==> config.mk <==
export PLATFORM = sky130hd
export DESIGN_NAME = lcd_line_timing_and_stat_irq_flat
export DESIGN_NICKNAME = d
export VERILOG_FILES = /design/src/rtl/llt_pkg.sv /design/src/rtl/llt_stream_if.sv /design/src/rtl/lcd_line_timing_and_stat_irq.sv /design/src/rtl/llt_ctrl.sv /design/src/rtl/llt_datapath.sv /design/src/flat_wrapper.sv
export SDC_FILE = /design/constraint.sdc
export NUM_CORES = 1
export LEC_CHECK = 0
export BUFFER_PORTS_ARGS = -buffer_cell sky130_fd_sc_hd__buf_2
export CORE_UTILIZATION = 34
export CTS_CLUSTER_DIAMETER = 80
export CTS_CLUSTER_SIZE = 12
export DETAILED_ROUTE_END_ITERATION = 8
export PLACE_DENSITY = 0.54
export SYNTH_ARGS = -nofsm -noshare
export SYNTH_HDL_FRONTEND = slang
export SYNTH_SLANG_ARGS = --single-unit
==> constraint.sdc <==
create_clock -name clk -period 5.7 [get_ports clk]
set_clock_uncertainty 0.05 [all_clocks]
set_input_delay 0.285 -clock clk [delete_from_list [all_inputs] [get_ports clk]]
set_output_delay 0.285 -clock clk [all_outputs]
set_load 0.02 [all_outputs]
==> src/rtl/llt_pkg.sv <==
// Shared types and constants for the LCD line timing and STAT interrupt block.
// Holds the beat payload structs, the command codes and the control/status
// structs between the controller and the datapath. No dependencies.
package llt_pkg;

    localparam int SPRITE_SLOTS_DEF = 40;
    localparam int MAX_PER_LINE_DEF = 10;
    localparam int LINE_DOTS_DEF    = 456;

    localparam logic [1:0] CMD_TICK      = 2'd0;
    localparam logic [1:0] CMD_SPRITE_WR = 2'd1;
    localparam logic [1:0] CMD_LCD_ON    = 2'd2;

    localparam logic [1:0] MODE_HBLANK = 2'd0;
    localparam logic [1:0] MODE_VBLANK = 2'd1;
    localparam logic [1:0] MODE_OAM    = 2'd2;
    localparam logic [1:0] MODE_XFER   = 2'd3;

    localparam int LCDC_BG   = 0;
    localparam int LCDC_TALL = 2;
    localparam int LCDC_WIN  = 5;
    localparam int LCDC_ON   = 7;

    localparam int STAT_EN_M0   = 0;
    localparam int STAT_EN_M1   = 1;
    localparam int STAT_EN_M2   = 2;
    localparam int STAT_EN_COIN = 3;

    localparam logic [7:0] VBLANK_LINE    = 8'd144;
    localparam logic [7:0] FRAME_LINES    = 8'd154;
    localparam logic [8:0] OAM_DOTS       = 9'd80;
    localparam logic [9:0] XFER_BASE      = 10'd252;
    localparam logic [9:0] WINDOW_PENALTY = 10'd6;
    localparam logic [8:0] SPRITE_Y_OFS   = 9'd16;
    localparam logic [8:0] SPRITE_H_TALL  = 9'd16;
    localparam logic [8:0] SPRITE_H_SHORT = 9'd8;
    localparam logic [7:0] WINDOW_X_LIMIT = 8'd167;
    localparam logic [8:0] LCD_ON_DOT     = 9'd4;

    typedef struct packed {
        logic [1:0] cmd;
        logic [8:0] dots;
        logic [7:0] lcd_control;
        logic [7:0] compare_line;
        logic [3:0] stat_enables;
        logic [7:0] window_y;
        logic [7:0] window_x;
        logic [7:0] bg_scroll;
        logic [5:0] sprite_index;
        logic [7:0] obj_ypos;
    } llt_in_t;

    typedef struct packed {
        logic [7:0] line;
        logic [1:0] mode;
        logic       coincidence;
        logic [8:0] dot_position;
        logic       vblank_irq;
        logic       stat_irq;
    } llt_out_t;

    typedef struct packed {
        logic ready;
        logic step;
        logic scan_start;
        logic scan_run;
        logic eval;
        logic publish;
    } llt_cmd_t;

    typedef struct packed {
        logic req_valid;
        logic req_is_tick;
        logic over_line;
        logic need_sample;
        logic scan_done;
        logic out_free;
    } llt_stat_t;

endpackage

==> src/rtl/llt_stream_if.sv <==
// Valid/ready channel carrying one payload beat.
// The payload type is set per instance, normally a struct from llt_pkg.
interface llt_stream_if #(parameter type payload_t = logic);
    logic     valid;
    logic     ready;
    payload_t payload;

    modport source (output valid, output payload, input ready);
    modport sink (input valid, input payload, output ready);
endinterface

==> src/rtl/lcd_line_timing_and_stat_irq.sv <==
// Top level of the LCD line timing and STAT interrupt block.
// Joins llt_ctrl and llt_datapath; uses llt_pkg and llt_stream_if.
//
//   Channel  Dir   Payload    Carries
//   req      in    llt_in_t   tick, sprite Y write or LCD-on command
//   rsp      out   llt_out_t  line, mode, flags, dot position, irq pulses
//
// A tick steps one line per wrap of the dots past the line end, is evaluated and published.
// A tick with the LCD on that ends on a visible line not yet sampled also
// scans the sprite Y store, one slot per cycle.
// Sprite writes, LCD-on and unused commands go straight from accept to publish.
// Reset clears all timing state; the sprite store reads as zero per slot until written.
// A stalled rsp holds its beat while the next req beat is accepted and worked on.
module lcd_line_timing_and_stat_irq
    import llt_pkg::*;
#(
    parameter int SPRITE_SLOTS = SPRITE_SLOTS_DEF,
    parameter int MAX_PER_LINE = MAX_PER_LINE_DEF,
    parameter int LINE_DOTS    = LINE_DOTS_DEF
)
(
    input  logic         clk,
    input  logic         rst_n,
    llt_stream_if.sink   req,
    llt_stream_if.source rsp
);

    llt_cmd_t  ctl_cmd;
    llt_stat_t dp_stat;

    llt_ctrl u_ctrl (
        .clk   (clk),
        .rst_n (rst_n),
        .stat  (dp_stat),
        .cmd   (ctl_cmd)
    );

    llt_datapath #(
        .SPRITE_SLOTS (SPRITE_SLOTS),
        .MAX_PER_LINE (MAX_PER_LINE),
        .LINE_DOTS    (LINE_DOTS)
    ) u_datapath (
        .clk   (clk),
        .rst_n (rst_n),
        .req   (req),
        .rsp   (rsp),
        .cmd   (ctl_cmd),
        .stat  (dp_stat)
    );

endmodule

==> src/rtl/llt_ctrl.sv <==
// Sequencer for the LCD timing block: accept, line steps, sprite scan,
// mode evaluation and result hand-off. Uses llt_pkg command/status structs.
module llt_ctrl
    import llt_pkg::*;
(
    input  logic      clk,
    input  logic      rst_n,
    input  llt_stat_t stat,
    output llt_cmd_t  cmd
);

    typedef enum logic [2:0] {
        S_IDLE,
        S_WRAP,
        S_SCAN,
        S_EVAL,
        S_PUBLISH
    } state_t;

    state_t state_reg;
    state_t state_next;

    always_comb
    begin
        state_next = state_reg;
        cmd        = '0;
        case (state_reg)
            S_IDLE:
            begin
                cmd.ready = 1'b1;
                if (stat.req_valid)
                begin
                    state_next = stat.req_is_tick ? S_WRAP : S_PUBLISH;
                end
            end
            S_WRAP:
            begin
                if (stat.over_line)
                begin
                    cmd.step = 1'b1;
                end
                else if (stat.need_sample)
                begin
                    cmd.scan_start = 1'b1;
                    state_next     = S_SCAN;
                end
                else
                begin
                    state_next = S_EVAL;
                end
            end
            S_SCAN:
            begin
                if (stat.scan_done)
                begin
                    state_next = S_EVAL;
                end
                else
                begin
                    cmd.scan_run = 1'b1;
                end
            end
            S_EVAL:
            begin
                cmd.eval   = 1'b1;
                state_next = S_PUBLISH;
            end
            S_PUBLISH:
            begin
                if (stat.out_free)
                begin
                    cmd.publish = 1'b1;
                    state_next  = S_IDLE;
                end
            end
            default:
            begin
                state_next = S_IDLE;
            end
        endcase
    end

    always_ff @(posedge clk or negedge rst_n)
    begin
        if (!rst_n)
        begin
            state_reg <= S_IDLE;
        end
        else
        begin
            state_reg <= state_next;
        end
    end

endmodule

==> src/rtl/llt_datapath.sv <==
// Datapath for the LCD timing block: line/dot state, sprite Y store with
// its scan counter, mode and STAT evaluation, and the result register.
// Depends on llt_pkg and llt_stream_if; driven by llt_ctrl.
module llt_datapath
    import llt_pkg::*;
#(
    parameter int SPRITE_SLOTS = SPRITE_SLOTS_DEF,
    parameter int MAX_PER_LINE = MAX_PER_LINE_DEF,
    parameter int LINE_DOTS    = LINE_DOTS_DEF
)
(
    input  logic         clk,
    input  logic         rst_n,
    llt_stream_if.sink   req,
    llt_stream_if.source rsp,
    input  llt_cmd_t     cmd,
    output llt_stat_t    stat
);

    localparam int IDX_W = (SPRITE_SLOTS > 1) ? $clog2(SPRITE_SLOTS) : 1;
    localparam int CNT_W = $clog2(SPRITE_SLOTS + 1);
    localparam logic [CNT_W-1:0] SLOTS_C    = CNT_W'(SPRITE_SLOTS);
    localparam logic [CNT_W-1:0] LAST_SLOT  = CNT_W'(SPRITE_SLOTS - 1);
    localparam logic [6:0]       SLOTS_IDX  = 7'(SPRITE_SLOTS);
    localparam logic [9:0]       LINE_DOTS_C = 10'(LINE_DOTS);
    localparam logic [3:0]       MAX_C      = 4'(MAX_PER_LINE);

    llt_in_t  in_beat;
    llt_in_t  item_reg;
    llt_out_t out_reg;
    logic     out_valid_reg;

    logic [9:0] sum_reg;
    logic [8:0] dot_reg;
    logic [7:0] line_reg;
    logic [1:0] mode_reg;
    logic       coin_reg;
    logic [3:0] sprites_reg;
    logic [2:0] fine_reg;
    logic       prev_reg;
    logic       fsd_reg;
    logic       pending_reg;
    logic       wrapped_reg;
    logic       vb_reg;
    logic       st_reg;

    logic [7:0]       sprite_mem [SPRITE_SLOTS];
    logic [SPRITE_SLOTS-1:0] slot_valid_reg;
    logic [CNT_W-1:0] issue_reg;
    logic [7:0]       rd_data_reg;
    logic             rd_valid_reg;
    logic             rd_last_reg;
    logic [3:0]       count_reg;
    logic             scan_done_reg;

    logic             load;
    logic             lcd_on;
    logic             wr_en;
    logic [IDX_W-1:0] wr_idx;
    logic [IDX_W-1:0] rd_idx;
    logic             rd_fire;
    logic [7:0]       line_inc;
    logic [7:0]       step_line_next;
    logic [1:0]       step_mode_next;
    logic             step_vb;
    logic             window_on;
    logic [9:0]       end3;
    logic [8:0]       dot_final;
    logic [1:0]       mode_next;
    logic             status_cur;
    logic [8:0]       scan_line;
    logic [8:0]       sprite_h;
    logic             hit;
    logic [3:0]       count_next;

    assign in_beat   = req.payload;
    assign req.ready = cmd.ready;
    assign load      = req.valid && cmd.ready;
    assign lcd_on    = item_reg.lcd_control[LCDC_ON];
    assign wr_en     = load && (in_beat.cmd == CMD_SPRITE_WR)
                       && ({1'b0, in_beat.sprite_index} < SLOTS_IDX);
    assign wr_idx    = in_beat.sprite_index[IDX_W-1:0];
    assign rd_idx    = issue_reg[IDX_W-1:0];
    assign rd_fire   = cmd.scan_run && (issue_reg < SLOTS_C);

    assign rsp.valid   = out_valid_reg;
    assign rsp.payload = out_reg;

    assign stat.req_valid   = req.valid;
    assign stat.req_is_tick = (in_beat.cmd == CMD_TICK);
    assign stat.over_line   = (sum_reg >= LINE_DOTS_C);
    assign stat.need_sample = lcd_on && (line_reg < VBLANK_LINE)
                              && (wrapped_reg || pending_reg);
    assign stat.scan_done   = scan_done_reg;
    assign stat.out_free    = !out_valid_reg || rsp.ready;

    always_comb
    begin
        line_inc       = line_reg + 8'd1;
        step_line_next = line_inc;
        step_mode_next = MODE_VBLANK;
        step_vb        = (line_inc == VBLANK_LINE);
        if (line_inc < VBLANK_LINE)
        begin
            step_mode_next = MODE_OAM;
        end
        else if (line_inc >= FRAME_LINES)
        begin
            step_line_next = 8'd0;
        end
    end

    always_comb
    begin
        window_on = item_reg.lcd_control[LCDC_WIN] && item_reg.lcd_control[LCDC_BG]
                    && (line_reg >= item_reg.window_y)
                    && (item_reg.window_x < WINDOW_X_LIMIT);
        end3 = XFER_BASE + {7'd0, fine_reg} + {4'd0, sprites_reg, 2'b00}
               + {5'd0, sprites_reg, 1'b0} + (window_on ? WINDOW_PENALTY : 10'd0);
        dot_final = sum_reg[8:0];
        mode_next = mode_reg;
        if (line_reg < VBLANK_LINE)
        begin
            if (dot_final < OAM_DOTS)
            begin
                mode_next = MODE_OAM;
            end
            else if ({1'b0, dot_final} < end3)
            begin
                mode_next = MODE_XFER;
            end
            else
            begin
                mode_next = MODE_HBLANK;
            end
        end
        status_cur = ((mode_next == MODE_HBLANK) && item_reg.stat_enables[STAT_EN_M0])
                     || ((mode_next == MODE_VBLANK) && item_reg.stat_enables[STAT_EN_M1])
                     || ((mode_next == MODE_OAM) && item_reg.stat_enables[STAT_EN_M2])
                     || (coin_reg && item_reg.stat_enables[STAT_EN_COIN]);
    end

    always_comb
    begin
        scan_line = {1'b0, line_reg} + SPRITE_Y_OFS;
        sprite_h  = item_reg.lcd_control[LCDC_TALL] ? SPRITE_H_TALL : SPRITE_H_SHORT;
        hit       = ({1'b0, rd_data_reg} <= scan_line)
                    && ((scan_line - {1'b0, rd_data_reg}) < sprite_h);
        count_next = (hit && (count_reg < MAX_C)) ? count_reg + 4'd1 : count_reg;
    end

    always_ff @(posedge clk)
    begin
        if (load)
        begin
            item_reg <= in_beat;
        end
        if (wr_en)
        begin
            sprite_mem[wr_idx] <= in_beat.obj_ypos;
        end
        if (rd_fire)
        begin
            rd_data_reg <= slot_valid_reg[rd_idx] ? sprite_mem[rd_idx] : 8'd0;
        end
        if (cmd.publish)
        begin
            out_reg.line         <= line_reg;
            out_reg.mode         <= mode_reg;
            out_reg.coincidence  <= coin_reg;
            out_reg.dot_position <= dot_reg;
            out_reg.vblank_irq   <= vb_reg;
            out_reg.stat_irq     <= st_reg;
        end
    end

    always_ff @(posedge clk or negedge rst_n)
    begin
        if (!rst_n)
        begin
            sum_reg        <= '0;
            dot_reg        <= '0;
            line_reg       <= '0;
            mode_reg       <= MODE_HBLANK;
            coin_reg       <= 1'b0;
            sprites_reg    <= '0;
            fine_reg       <= '0;
            prev_reg       <= 1'b0;
            fsd_reg        <= 1'b0;
            pending_reg    <= 1'b0;
            wrapped_reg    <= 1'b0;
            vb_reg         <= 1'b0;
            st_reg         <= 1'b0;
            slot_valid_reg <= '0;
            issue_reg      <= '0;
            rd_valid_reg   <= 1'b0;
            rd_last_reg    <= 1'b0;
            count_reg      <= '0;
            scan_done_reg  <= 1'b0;
            out_valid_reg  <= 1'b0;
        end
        else
        begin
            if (load)
            begin
                vb_reg      <= 1'b0;
                st_reg      <= 1'b0;
                wrapped_reg <= 1'b0;
                pending_reg <= (in_beat.cmd == CMD_TICK) && in_beat.lcd_control[LCDC_ON]
                               && !fsd_reg && (line_reg < VBLANK_LINE);
                sum_reg     <= {1'b0, dot_reg} + {1'b0, in_beat.dots};
                case (in_beat.cmd)
                    CMD_TICK:
                    begin
                        if (in_beat.lcd_control[LCDC_ON])
                        begin
                            fsd_reg <= 1'b1;
                        end
                        else
                        begin
                            if (line_reg != 8'd0)
                            begin
                                fsd_reg <= 1'b0;
                            end
                            line_reg <= 8'd0;
                            mode_reg <= MODE_HBLANK;
                            prev_reg <= 1'b0;
                        end
                    end
                    CMD_SPRITE_WR:
                    begin
                        if (wr_en)
                        begin
                            slot_valid_reg[wr_idx] <= 1'b1;
                        end
                    end
                    CMD_LCD_ON:
                    begin
                        dot_reg <= LCD_ON_DOT;
                    end
                    default:
                    begin
                    end
                endcase
            end

            if (cmd.step)
            begin
                sum_reg <= sum_reg - LINE_DOTS_C;
                if (lcd_on)
                begin
                    line_reg    <= step_line_next;
                    mode_reg    <= step_mode_next;
                    coin_reg    <= (step_line_next == item_reg.compare_line);
                    fsd_reg     <= 1'b0;
                    wrapped_reg <= 1'b1;
                    if (step_vb)
                    begin
                        vb_reg <= 1'b1;
                    end
                end
            end

            if (cmd.eval)
            begin
                dot_reg <= dot_final;
                if (lcd_on)
                begin
                    mode_reg <= mode_next;
                    st_reg   <= status_cur && !prev_reg;
                    prev_reg <= status_cur;
                end
            end

            rd_valid_reg <= rd_fire;
            if (rd_fire)
            begin
                issue_reg   <= issue_reg + CNT_W'(1);
                rd_last_reg <= (issue_reg == LAST_SLOT);
            end
            if (rd_valid_reg)
            begin
                count_reg <= count_next;
                if (rd_last_reg)
                begin
                    sprites_reg   <= count_next;
                    fine_reg      <= item_reg.bg_scroll[2:0];
                    scan_done_reg <= 1'b1;
                end
            end
            if (cmd.scan_start)
            begin
                issue_reg     <= '0;
                count_reg     <= '0;
                rd_last_reg   <= 1'b0;
                scan_done_reg <= 1'b0;
            end

            if (cmd.publish)
            begin
                out_valid_reg <= 1'b1;
            end
            else if (rsp.ready)
            begin
                out_valid_reg <= 1'b0;
            end
        end
    end

    a_dot_in_line: assert property (@(posedge clk) disable iff (!rst_n)
        {1'b0, dot_reg} < LINE_DOTS_C)
        else $error("dot counter left the line");

    a_line_range: assert property (@(posedge clk) disable iff (!rst_n)
        line_reg < FRAME_LINES)
        else $error("line count beyond the frame");

    a_vblank_mode: assert property (@(posedge clk) disable iff (!rst_n)
        line_reg >= VBLANK_LINE |-> mode_reg == MODE_VBLANK)
        else $error("blanking line without vblank mode");

    a_sprite_cap: assert property (@(posedge clk) disable iff (!rst_n)
        sprites_reg <= MAX_C && count_reg <= MAX_C)
        else $error("sprite count above per-line limit");

    a_publish_free: assert property (@(posedge clk) disable iff (!rst_n)
        out_valid_reg && !rsp.ready && !cmd.publish |=> out_valid_reg)
        else $error("pending result dropped");

endmodule

==> src/flat_wrapper.sv <==
// flat-port wrapper written by rule: the top's interface ports become plain ports
module lcd_line_timing_and_stat_irq_flat import llt_pkg::*;
#(
    parameter int SPRITE_SLOTS = SPRITE_SLOTS_DEF,
    parameter int MAX_PER_LINE = MAX_PER_LINE_DEF,
    parameter int LINE_DOTS    = LINE_DOTS_DEF
)
  (clk, rst_n, req_valid, req_payload, req_ready, rsp_valid, rsp_payload, rsp_ready);
  llt_stream_if #(.payload_t(llt_in_t)) req_i ();
  llt_stream_if #(.payload_t(llt_out_t)) rsp_i ();
  input  logic clk;
  input  logic rst_n;
  input wire logic [$bits(req_i.valid)-1:0] req_valid;
  input wire logic [$bits(req_i.payload)-1:0] req_payload;
  output wire logic [$bits(req_i.ready)-1:0] req_ready;
  output wire logic [$bits(rsp_i.valid)-1:0] rsp_valid;
  output wire logic [$bits(rsp_i.payload)-1:0] rsp_payload;
  input wire logic [$bits(rsp_i.ready)-1:0] rsp_ready;
  assign req_i.valid = req_valid;
  assign req_i.payload = req_payload;
  assign req_ready = req_i.ready;
  assign rsp_valid = rsp_i.valid;
  assign rsp_payload = rsp_i.payload;
  assign rsp_i.ready = rsp_ready;
  lcd_line_timing_and_stat_irq #(.SPRITE_SLOTS(SPRITE_SLOTS), .MAX_PER_LINE(MAX_PER_LINE), .LINE_DOTS(LINE_DOTS)) u_core (.clk(clk), .rst_n(rst_n), .req(req_i), .rsp(rsp_i));
endmodule
# After elaboration in Yosys (flattened, before gate mapping)
# Memories as Yosys holds them, arrays and structs flattened. A register that Yosys moved wholly into a read port is not among the register bits.
# Index checks and enable logic that the tools add are counted.
# word_totals
word_cells,204
output_inout_bits,24
in_bits,73
register_bits,161
n_memories,1
mem_bits_rw,320
# memory_table
memory,words,width,read_ports,rd_clocked_by_memory_dff,write_ports,line,source
u_core.u_datapath.sprite_mem,40,8,1,1,1,llt_datapath.sv:47,logic [7:0] sprite_mem [SPRITE_SLOTS];
# classes
order_cmp,16
n_eq_ne,15
muxes,81
bitwise_logic,1
addsub,11
n_reduce_logical,46
# op_table
cell,n
two-way mux 8 bit,7
two-way mux 1 bit,42
OR 40 bit,1
two-way mux 9 bit,3
"< comparator 8 bit, second input constant",3
two-way mux 2 bit,12
logical AND 1 bit,20
two-way mux 10 bit,2
two-way mux 3 bit,6
one-hot mux 3 bit (5 select lines),1
"< comparator 6 x 7 -> 1 bit, second input constant",2
nonzero test 2 bit,7
"< comparator 6 bit, second input constant",2
two-way mux 4 bit,3
two-way mux 6 bit,2
adder 10 x 3 -> 10 bit,1
adder 10 x 5 -> 10 bit,1
adder 9 x 6 -> 10 bit,1
adder 9 x 9 -> 10 bit,1
">= comparator 10 x 9 -> 1 bit, second input constant",1
< comparator 9 x 10 -> 1 bit,1
"subtractor 10 x 9 -> 10 bit, second input constant",1
"adder 8 x 3 -> 9 bit, first input constant",1
"adder 8 x 5 -> 9 bit, second input constant",1
32 further kinds,48

# Longest topological paths before layout
# Gate-level depths: netlist of the first run.
# logic_depth
depth_word,17
ltp_mapped,25
ltp_nobuf,24

# Modules after synthesis
# From an unflattened synthesis of the first run, not the netlist that was laid out.
# unflattened
hier_cells,1275
hier_area_um2,20860.0
# modules_own_cells
mod,seq_area_each_um2,n_inst,cells_per_inst,area_each_um2
llt_datapath,13988.4,1,1249,20621.0
llt_ctrl,75.1,1,26,239.0

# Least setup slack after synthesis of the first run
# Ideal clock, no wire load.
# synth_timing
path_kind,reg-to-reg
from,reg u_core.u_datapath.line_reg[0]
to,reg u_core.u_datapath.st_reg
t_arrival_ns,5.032
setup_time_ns,0.125
path_buffers,1
period_less_slack_ns,5.207
stages_incl_launch_ff,26
path_slack_ns,0.493
required_ns,5.525
path_cell_list,dfrtp_1 -> buf_2 -> inv_1 -> ha_1 -> nand2b_1 -> a21o_1 -> a21o_1 -> a21oi_1 -> nor2b_1 -> o21ai_0 -> a21oi_1 -> fa_1 -> fa_1 -> ha_1 -> ha_1 -> inv_1 -> fa_1 -> nand2b_1 -> a21oi_1 -> nor3_1 -> or2_2 -> ha_1 -> nand3_1 -> o21ai_0 -> a41oi_1 -> a2111oi_0
# synth_via
elab_chain_cells,17
word_cells_on_any_way,22
classes_between,add/sub: 1; order compare: 3; eq/ne: 2; mux: 6; reduce/logical: 10
# synth_rtl
element,line,source
from (decl),llt_datapath.sv:35,logic [7:0] line_reg;
from (signal assigned),llt_datapath.sv:252,line_reg <= step_line_next;
>= comparator 8 bit,llt_datapath.sv:116,&& (line_reg >= item_reg.window_y)
logical AND 1 bit,llt_datapath.sv:116,
logical AND 1 bit,llt_datapath.sv:117,&& (item_reg.window_x < WINDOW_X_LIMIT);
two-way mux 3 bit,llt_datapath.sv:119,"+ {5'd0, sprites_reg, 1'b0} + (window_on ? WINDOW_PENALTY : 10'd0);"
adder 10 x 3 -> 10 bit,llt_datapath.sv:119,
< comparator 9 x 10 -> 1 bit,llt_datapath.sv:128,"else if ({1'b0, dot_final} < end3)"
two-way mux 2 bit,llt_datapath.sv:128,
two-way mux 2 bit,llt_datapath.sv:124,if (dot_final < OAM_DOTS)
two-way mux 2 bit *,llt_datapath.sv:122,if (line_reg < VBLANK_LINE)
equality test 2 x 1 -> 1 bit / zero test 2 bit (equally long branches),"llt_datapath.sv:138, llt_datapath.sv:137",
"logical AND 1 bit, on equally long branches","llt_datapath.sv:138, llt_datapath.sv:137",
logical OR 1 bit,llt_datapath.sv:138,|| ((mode_next == MODE_VBLANK) && item_reg.stat_enables[STAT_EN_M1])
logical OR 1 bit *,llt_datapath.sv:139,|| ((mode_next == MODE_OAM) && item_reg.stat_enables[STAT_EN_M2])
logical OR 1 bit *,llt_datapath.sv:140,|| (coin_reg && item_reg.stat_enables[STAT_EN_COIN]);
logical AND 1 bit *,llt_datapath.sv:270,st_reg <= status_cur && !prev_reg;
two-way mux 1 bit *,llt_datapath.sv:267,if (lcd_on)
two-way mux 1 bit *,llt_datapath.sv:264,if (cmd.eval)
to (signal assigned),llt_datapath.sv:270,
to (decl),llt_datapath.sv:45,logic st_reg;
# Mark *: on every way between the ends. The rest lies on a longest branch, timed or not.
# A chain may end at the register's enable or synchronous reset.

# Final worst setup path of the first run
# layout_timing
from,reg u_core.u_datapath.item_reg[30] (netlist name)
to,reg u_core.u_datapath.st_reg
# layout_via
elab_chain_cells,17
word_cells_on_any_way,21
classes_between,add/sub: 1; order compare: 2; eq/ne: 2; mux: 6; reduce/logical: 10
# layout_rtl
element,line,source
from (decl),llt_datapath.sv:29,llt_in_t item_reg;
from (signal assigned),llt_datapath.sv:156,item_reg <= in_beat;
>= comparator 8 bit *,llt_datapath.sv:116,
logical AND 1 bit *,llt_datapath.sv:116,
logical AND 1 bit *,llt_datapath.sv:117,
two-way mux 3 bit *,llt_datapath.sv:119,
adder 10 x 3 -> 10 bit *,llt_datapath.sv:119,
< comparator 9 x 10 -> 1 bit *,llt_datapath.sv:128,
two-way mux 2 bit *,llt_datapath.sv:128,
two-way mux 2 bit *,llt_datapath.sv:124,
two-way mux 2 bit *,llt_datapath.sv:122,
equality test 2 x 1 -> 1 bit / zero test 2 bit (equally long branches),"llt_datapath.sv:138, llt_datapath.sv:137",
"logical AND 1 bit, on equally long branches","llt_datapath.sv:138, llt_datapath.sv:137",
logical OR 1 bit,llt_datapath.sv:138,
logical OR 1 bit *,llt_datapath.sv:139,
logical OR 1 bit *,llt_datapath.sv:140,
logical AND 1 bit *,llt_datapath.sv:270,
two-way mux 1 bit *,llt_datapath.sv:267,
two-way mux 1 bit *,llt_datapath.sv:264,
# Marked as above.

==> results of run 1 <==
path summary, 6_finish.rpt:
check                                                 endpoint  slack (ns)  depth (start not counted)
max in group asynchronous       u_core.u_datapath.issue_reg[1]        4.04                          3
worst min-delay path               u_core.u_datapath.rsp.valid        0.04                          3
worst max register to register        u_core.u_datapath.st_reg        0.42                         23
worst max-delay path                  u_core.u_datapath.st_reg        0.42                         23
worst min register to register   u_core.u_datapath.fine_reg[2]        0.39                          2
min in group asynchronous        u_core.u_datapath.line_reg[7]        0.29                          2
routing by layer:
layer	vias to the layer above	global-route usage, %	share of wire (%)
met3	59	2.40	4.5
met5	-	0	0
met4	0	4.25	2.0
met2	275	24.8	48
li1	5237	-	-
met1	5797	20.7	46
placed cells by master, fill, tap and decap left out, types with 37 or more instances in the layout:
cell type	synthesis	final
a21oi_1	41	39
buf_2	17	86
clkbuf_16	0	48
dfrtp_1	100	97
dlygate4sd3_1	0	37
edfxtp_1	385	385
ha_1	61	61
inv_1	61	61
mux4_2	108	108
nand2_1	50	50
nor2_1	73	73
or2_2	44	44
worst max-delay path: cells and delay by family, from the launching register on:
family	cells	cell delay, ns
AOI/OAI and AO/OA	9	1.67
adders and majority gates	7	2.22
buffers and inverters	1	0.05
DFF	1	0.38
and+or+nand+nor	6	0.78
power breakdown:
| part | switching [W] | internal (W) |
|---|---|---|
| Combinational | 0.00155 | 0.00144 |
| Clock | 0.00135 | 0.00159 |
| Sequential | 0.000415 | 0.00415 |
kinds of logic (layout without fill, tap and decap cells):
kind of cell               count (synthesis)  in the layout  share of synthesized area, %
AOI/OAI and AO/OA                        183            183                          5.99
xor gates and xnor gates                  24             24                          1.01
adders and majority gates                 66             66                          4.14
buffers and inverters                    111            293                          2.29
DFF                                      485            485                          67.4
muxes                                    118            118                          12.1
and+or+nand+nor                          284            284                          7.00
per-stage QoR:
stage / setup WS [ns] / instances
2_1_floorplan: 0.493 / 1271
3_3_place_gp: 0.176 / 2112
3_5_place_dp: 0.0644 / 2112
4_1_cts: 0.0926 / 2235
5_1_grt: 0.0100 / 2235
6_report: 0.422 / 2235
what timing repair did:
action / CTS / global route
hold buffers: 37 / 0
resized for setup: 1 / 6
setup endpoints to repair: 1 / 4
hold endpoints to repair: 92 / 0
final cells by class:
type	instances	area, sq um	area share, %
flip-flops and latches	485	14100	58.6
clock buffers	78	1310	5.47
well taps	782	978	4.07
inverters	62	233	0.969
multi-input cells	675	6340	26.4
repair buffers	145	991	4.13
clock inverters	8	91.3	0.380
==> metrics.md, run 1 <==
| Metric | Value |
|---|---|
| Most frequent cells after synthesis | 385 x edfxtp_1, 108 x mux4_2, 100 x dfrtp_1 |
| Die height | around 250 um |
| Total chip power | between 0.01 and 0.015 W |
| H-tree Lvls | 2 |
| Top-count cell post-synth | edfxtp_1 |
| Seq/Total Area, Yosys | between 60 and 70% |
| Min-delay src | rsp_ready |
| Lkg Pwr | about 8.7 nW |
| Final hold slack | between 0.04 and 0.05 ns |
| Worst-path cell chain | ha_1 > nand2b_1 > a21o_1 > a21o_1 > a21oi_1 > nor2b_1 > o21ai_1 > a21oi_2 > fa_1 > fa_1 > ha_1 > ha_1 > inv_1 > fa_1 > nand2b_1 > a21oi_2 > nor3_1 > or2_2 > ha_1 > nand3_1 > o21ai_2 > a41oi_1 > a2111oi_2 |
| # IOs | just under 100 |
| WP data required | 6.15 ns |
| Post-route cell area | between 20000 and 25000 sq um |
| Detailed placement HPWL | between 20000 and 30000 um |
| Max VDD drop | 0.000284 V |
| Post-synth top area share | 55.4% |
| DR iter-0 viols | between 900 and 1000 |
| Largest net degree at the start of global routing | 56 |
| Area of placed instances | approximately 22000 sq um |
| Detail Route Antenna Nets | 0 |
| Fill count | approximately 5500 |
| Crit path kind | reg -> reg |
| Max stage delay on crit path | ~0.4 ns |
| Syn Area/Cell | 16.4 sq um |
| Util after Layout | just under 40% |
| Drt first pass iters | 5 |
| Root buf cell | clkbuf_16 |
| Initial Util | 34.5% |
| TritonCTS Buffers | 48 |
| Slowest-stage cell, CP | fa_1 |
| Slew @ Worst Pin | approximately 1.2 ns |
| DR vias | approximately 11000 |
| Worst hold path type | in -> reg |
| CTS tree | built |
| Worst Path Arrival | 5.73 ns |
| DRT Wirelength | about 46000 um |
| Area leader, netlist | edfxtp_1 |
| Postcts setup bufs | 0 |
| Tmin final | ~5.3 ns |
| Global-route wire length before repair | 72200 um |
| Worst setup SP type | flip-flop |
| Overflow after GRT | 0 |
| Antenna fix cells | 0 |
| Max FFs per register | 320 |
| Syn Inst Count | 1271 |
| Largest cells by area after synthesis | edfxtp_1 55%, dfrtp_1 12%, mux4_2 12% |
| Max cap viols | 0 |
| Die footprint | about 62000 sq um |
| Syn_nets | around 1400 |
| Port bufs | between 80 and 90 |
| Power density over the cells | 437 nW/um^2 |
| # clock sinks | 485 |
| CTS Buffer Depth | 3 |
| Initial antenna violation count | 0 |
| Fraction of layout cells with a size suffix above 1 | a little under a quarter |
| FP Rows | 90 |
| YS warnings | 0 |
| Die X | around 250 um |
| Fin nets | ~1600 |
| Asr flop ratio synth | 20.6% |
| CP Launch Point | u_core.u_datapath.item_reg[30] |
| Highest Clock Rate | between 150 and 200 MHz |
| Routed length per instance | ~21 um |
| Clock slew at reported path FFs | ~0.060 ns |
| Yosys reg bits | about 490 |
| RR Startpoint | u_core.u_datapath.item_reg[30] |
| Slew HR | a little over a fifth |
| RSZ-0062 raised after global routing | no |
| Count of cell types in the netlist | 73 |
| Outcome | finished, final reports clean |
| GRT Resource Usage Total | between 15 and 20% |
| Endpoints failing setup | 0 |
| Setup_tns | 0 ns |
| Final Hold Vio Count | 0 |
| Synth Flop Type | edfxtp_1 |
| Crit. End Element | flip-flop |
| DRC | 0 |
| Total core area | about 60000 sq um |
| Post-synth EDFFs | 385 |
| GPL Wtd Cong | approximately 0.81 |
| Final period utilization | 92.6% |
| Vias in the first global route | 11900 |
| Post-synthesis cell area | ~21000 sq um |
| Clock insertion delay at the later pin of the skew report | ~0.61 ns |
| Crit-path most repeated cell | ha_1 |
| Slew Viols, Final | 0 |
| Area grow syn2layout | 15.2% |
| Max Fanout on Critical Path | 3 |
| Vias per inst | 5.09 |
Note: power is estimated with default switching activity, not from simulation.
==> run 2, diff against run 1 <==
Settings changed: CORE_ASPECT_RATIO set to 1.75.
Clock period 5.7 ns to 6 ns, I/O delays scaled along.
==> metrics.md, run 2 (synthesis gave the netlist of run 1 again) <==
| Metric | Value |
|---|---|
| DR iter-0 viols | approximately 550 |
| Final period utilization | ~90% |
| DRT Wirelength | between 40000 and 50000 um |
| Worst Setup Slack post-DPL | 0.278 ns |
| Clock Power Share | roughly 28% |
| Max Fanout on Critical Path | 3 |
| Internal power | between 0.006 and 0.007 W |
| WP data required | approximately 6.4 ns |
| CTS Buffer Depth | 3 |
| Total chip power | about 0.0099 W |
| Highest Clock Rate | 180 MHz |
| Slew HR | 29.9% |
| Worst R2R Setup Slack | between 0.4 and 0.5 ns |
| Sw power | about 0.0031 W |
| Worst hold path type | in -> reg |
| Gate power share | 28.6% |
| Clock slew at reported path FFs | roughly 0.06 ns |
| Setup_tns | 0 ns |
| Worst setup SP type | flip-flop |
| Lkg Pwr | approximately 8.6 nW |
| Root buf cell | clkbuf_16 |
| GRT Resource Usage Total | between 15 and 20% |
| Sequential Power Share | 43.9% |
| RSZ-0062 raised after global routing | no |
| Slew Viols, Final | 0 |
| Final hold slack | ~0.063 ns |
| Final Hold Vio Count | 0 |
| Port bufs | just under 90 |
| Commonest non-fill, non-tap cell in the layout | edfxtp_1 |
| Die height | 330 um |
| Multi-input gate area in the final layout | between 6000 and 7000 sq um |
| Crit. End Element | flip-flop |
| CP Launch Point | u_core.u_datapath.line_reg[0] |
| Drt first pass iters | 4 |
| Tmin final | 5.55 ns |
| Global-route wire length before repair | a little over 70000 um |
| Vias in the first global route | between 10000 and 15000 |
| Fraction of layout cells with a size suffix above 1 | between 20% and 30% |
| Total core area | between 60000 and 70000 sq um |
| Most frequent cells in the layout | 385 x edfxtp_1, 108 x mux4_2, 97 x dfrtp_1 |
| # clock sinks | between 400 and 500 |
| Fill count | ~5600 |
| DR vias | between 10000 and 15000 |
| Reg2Reg Depth | 24 |
| FF+latch area | ~14000 sq um |
| Crit path kind | reg -> reg |
| Max FFs per register | 320 |
| Die footprint | between 60000 and 70000 sq um |
| Routed length per instance | ~21 um |
| Largest net degree at the start of global routing | 70 |
| RR Startpoint | u_core.u_datapath.line_reg[0] |
| Die X | 189 um |
| Power density over the cells | 414 nW/um^2 |
| DRC | 0 |
| Final worst setup slack | 0.449 ns |
| GPL Wtd Cong | around 0.86 |
| Fin nets | around 1600 |
| CP endpoint | u_core.u_datapath.st_reg |
| H-tree Lvls | 2 |
| Initial antenna violation count | 1 |
| CTS tree | built |
| Worst Path Arrival | 5.97 ns |
| Antenna fix cells | 0 |
| Area grow syn2layout | 14.8% |
| Hold path depth | 3 |
| Vias per inst | ~5.0 |
| Capturing point of the worst reg2reg path | u_core.u_datapath.st_reg |
| TritonCTS Buffers | between 40 and 50 |
| Outcome | finished, final reports clean |
| FP Rows | between 100 and 150 |
| Net Sw Frac | about a third |
| Overflow after GRT | 0 |
| Clock insertion delay at the later pin of the skew report | roughly 0.59 ns |
| Detailed placement HPWL | between 30000 and 40000 um |
| Postcts setup bufs | 0 |
| Endpoints failing setup | 0 |
| Detail Route Antenna Nets | 0 |
| Initial Util | 34.5% |
| Max VDD drop | about 0.00031 V |
| # IOs | 97 |
| Slew @ Worst Pin | 1.05 ns |
| Max cap viols | 0 |
## run 2: how the worst min path moves through the flow
stage                         start                      endpoint  slack, ns
final                     rsp_ready   u_core.u_datapath.rsp.valid       0.06
after global routing      rsp_ready   u_core.u_datapath.rsp.valid       0.04
after CTS                 rsp_ready   u_core.u_datapath.rsp.valid       0.03
after detailed placement      rst_n  u_core.u_datapath.dot_reg[6]       0.24
after global placement        rst_n  u_core.u_datapath.dot_reg[6]       0.23
after floorplan               rst_n    u_core.u_ctrl.state_reg[0]      -0.05
## run 2: stage by stage
stage               std cells  util, %  area, sq um
floorplan                1271        -        20900
global placement         2116     36.7        22200
detailed placement       2116     36.7        22200
CTS                      2239     39.6        24000
global route             2239     39.6        24000
finish                   2239     39.6        24000
## run 2: routing by layer
layer  vias to the layer above  global-route usage (%)  share of wire (%)
li1                       5222                       -                  -
met1                      5775                    15.5                 36
met2                       222                    30.4                 57
met3                        74                    2.26                3.5
met4                         0                    6.43                3.6
met5                         -                       0                  0
## run 2: power by group through the flow
stage	sequential, W	combinational (W)	clock (W)
floorplan	0.00418	0.00219	0
global placement	0.00443	0.00283	0
detailed placement	0.00443	0.00286	0
CTS	0.00436	0.00289	0.00281
global route	0.00440	0.00309	0.00292
finish	0.00435	0.00284	0.00273
## run 2: final cells by class
| cell class | instances | area share, % |
|---|---|---|
| clock inverter | 3 | 0.246 |
| tap | 786 | 4.11 |
| sequential | 485 | 58.7 |
| inverter | 62 | 0.972 |
| multi-input combinational | 675 | 26.4 |
| clock buffer | 83 | 5.47 |
| timing repair buffer | 145 | 4.08 |
## run 2: worst max-delay path: stages, from the launching register on
cell       delay [ns]
dfrtp_1          0.38
inv_1            0.10
ha_1             0.23
nand2b_1         0.14
a21o_1           0.18
a21o_1           0.17
a21oi_1          0.22
nor2b_1          0.07
o21ai_0          0.16
a21oi_1          0.18
fa_1             0.42
fa_1             0.37
ha_1             0.29
ha_1             0.16
inv_1            0.06
fa_1             0.39
nand2b_1         0.16
a21oi_1          0.21
nor3_1           0.06
or2_2            0.27
ha_1             0.30
nand3_1          0.09
o21ai_1          0.22
a41oi_1          0.19
a2111oi_1        0.36
## run 2: repair_timing
action	CTS	global route
gates resized for setup	0	2
setup endpoints to repair	0	1
hold endpoints to repair	69	0
hold buffers	37	0
==> run 3, diff against run 2 <==
Settings changed: CELL_PAD_IN_SITES_DETAIL_PLACEMENT set to 2, CELL_PAD_IN_SITES_GLOBAL_PLACEMENT set to 2, PLACE_DENSITY 0.54 to 0.67, RECOVER_POWER set to 50.
==> metrics.md, run 3 (synthesis gave the netlist of run 1 again) <==
| Metric | Value |
|---|---|
| CTS Buffer Depth | 3 |
| Layout Cells excl Fill | between 2000 and 2500 |
| DRC | 0 |
| GRT Resource Usage Total | 18.2% |
| Slew HR | -70.3% |
| Final Hold Vio Count | 0 |
| Final period utilization | a little over nine tenths |
| RSZ-0062 raised after global routing | yes |
| Overflow after GRT | 0 |
| Max stage delay on crit path | between 0.4 and 0.5 ns |
| TritonCTS Buffers | 46 |
| Drt first pass iters | 4 |
| Max VDD drop | about 0.00022 V |
| Vias in the first global route | 13400 |
| Crit path max-delay family | adder cells |
| Fin nets | between 1500 and 2000 |
| RR Startpoint | u_core.u_datapath.line_reg[0] |
| Tmin final | 5.80 ns |
| WP data required | 6.45 ns |
| Total core area | 60500 sq um |
| Largest net degree at the start of global routing | 63 |
| Worst-path cell chain | inv_1 > ha_1 > nand2b_1 > a21o_1 > a21o_1 > a21oi_1 > nor2b_1 > o21ai_1 > a21oi_1 > fa_1 > fa_1 > ha_1 > ha_1 > inv_1 > fa_1 > nand2b_1 > a21oi_1 > nor3_1 > or2_2 > ha_1 > a211oi_1 > o21ai_2 > a211o_1 > a31oi_1 |
| Fraction of layout cells with a size suffix above 1 | slightly below 20% |
| Max FFs per register | 320 |
| Cells after DPL | 2115 |
| Max Fanout on Critical Path | 3 |
| Initial Util | 34.5% |
| Port bufs | 87 |
| Total chip power | just over 0.01 W |
| Crit-path most repeated cell | ha_1 |
| Clock insertion delay at the later pin of the skew report | about 0.59 ns |
| Slew @ Worst Pin | about 2.6 ns |
| Crit. End Element | flip-flop |
| CTS tree | built |
| Area of placed instances | 22200 sq um |
| DRT Wirelength | 55300 um |
| Clock slew at reported path FFs | 0.06 ns |
| Vias per inst | 5.23 |
| Most frequent cells in the layout | 385 x edfxtp_1, 108 x mux4_2, 97 x dfrtp_1 |
| Worst Setup Slack post-DPL | -0.203 ns |
| Max cap viols | 11 |
| Violated checks | max-capacitance violations, max-slew violations |
| Slowest-stage cell, CP | fa_1 |
| Detail Route Antenna Nets | 0 |
| Outcome | finished with violations |
| CP Launch Point | u_core.u_datapath.line_reg[0] |
| Die height | between 300 and 400 um |
| Area grow syn2layout | 14.6% |
| Highest Clock Rate | 172 MHz |
| Endpoints failing setup | 0 |
| Crit path kind | reg -> reg |
| # IOs | 97 |
| Global-route wire length before repair | roughly 84000 um |
| Min-delay src | req_payload[59] |
| Power density over the cells | around 420 nW/um^2 |
| Die footprint | a little over 60000 sq um |
| Worst Path Arrival | ~6.3 ns |
| Commonest non-fill, non-tap cell in the layout | edfxtp_1 |
| # clock sinks | 485 |
| Worst setup SP type | flip-flop |
| Worst hold path type | in -> reg |
| DR iter-0 viols | 647 |
| DR vias | roughly 12000 |
| Routed length per instance | between 20 and 25 um |
| Slew Viols, Final | around 450 |
| Critical path buffers and inverters | 2 |
| H-tree Lvls | 2 |
| FP Rows | between 100 and 150 |
| Detailed placement HPWL | around 39000 um |
| Die X | around 190 um |
| Root buf cell | clkbuf_16 |
| Antenna fix cells | 0 |
| Postcts setup bufs | 0 |
| Final worst setup slack | between 0.2 and 0.25 ns |
| Initial antenna violation count | 0 |
| Lkg Pwr | between 8 and 9 nW |
| Post-route cell area | about 24000 sq um |
| GPL Wtd Cong | 0.795 |
[run 3: cell types whose count changed in the layout (fill, tap and decap cells not counted), moves of 2 or more]
cell           before  now
clkbuf_1           36   78
buf_2              86   52
buf_4              21   10
clkinv_8            0    2
dlygate4sd3_1      37   39
[run 3: stage by stage]
step	util [%]	hold WS, ns	TNS, ns
after floorplan	-	-0.0456	0
after global placement	36.8	0.297	0
after detailed placement	36.8	0.308	-0.203
after CTS	39.7	0.134	0
after global routing	39.5	0.163	-0.270
final	39.5	0.148	0
[run 3: final timing paths]
path                                                        end  cells past startpoint  slack [ns]
min in group asynchronous  u_core.u_datapath.slot_valid_reg[13]                      2        1.02
max in group asynchronous        u_core.u_datapath.issue_reg[1]                      3        1.91
hold reg to reg                   u_core.u_datapath.fine_reg[0]                      2        0.41
hold / removal                     u_core.u_datapath.sum_reg[1]                      4        0.15
setup reg to reg                  u_core.u_datapath.mode_reg[0]                     24        0.20
setup / recovery                  u_core.u_datapath.mode_reg[0]                     24        0.20
[run 3: cell type report]
cell class              instances  area (sq um)
multi-input cells             675          6330
flip-flops and latches        485         14100
fillers                      6000         36600
well taps                     786           983
inverters                      62           233
clock buffers                  83          1310
clock inverters                 3          41.3
repair buffers                146           928
[run 3: metal layers]
metal  global-route usage (%)  wire [um]
met1                     18.6      19700
met3                     2.33       1590
met4                     7.87       2180
met5                        0          0
met2                     36.2      31800
[run 3: report_power, final]
part           internal [W]  switching, W
sequential          0.00395      0.000382
combinational       0.00134       0.00164
clock               0.00148       0.00126
[run 3: repair_timing]
action                     in CTS  in global routing
hold endpoints to repair       76                  0
setup endpoints to repair       3                  4
hold buffers                   39                  0
gates resized for setup         3                  2
[run 3: worst min-delay path: stages]
cell     delay (ns)
buf_2          0.11
inv_1          0.07
fa_1           0.17
o21ai_0        0.08
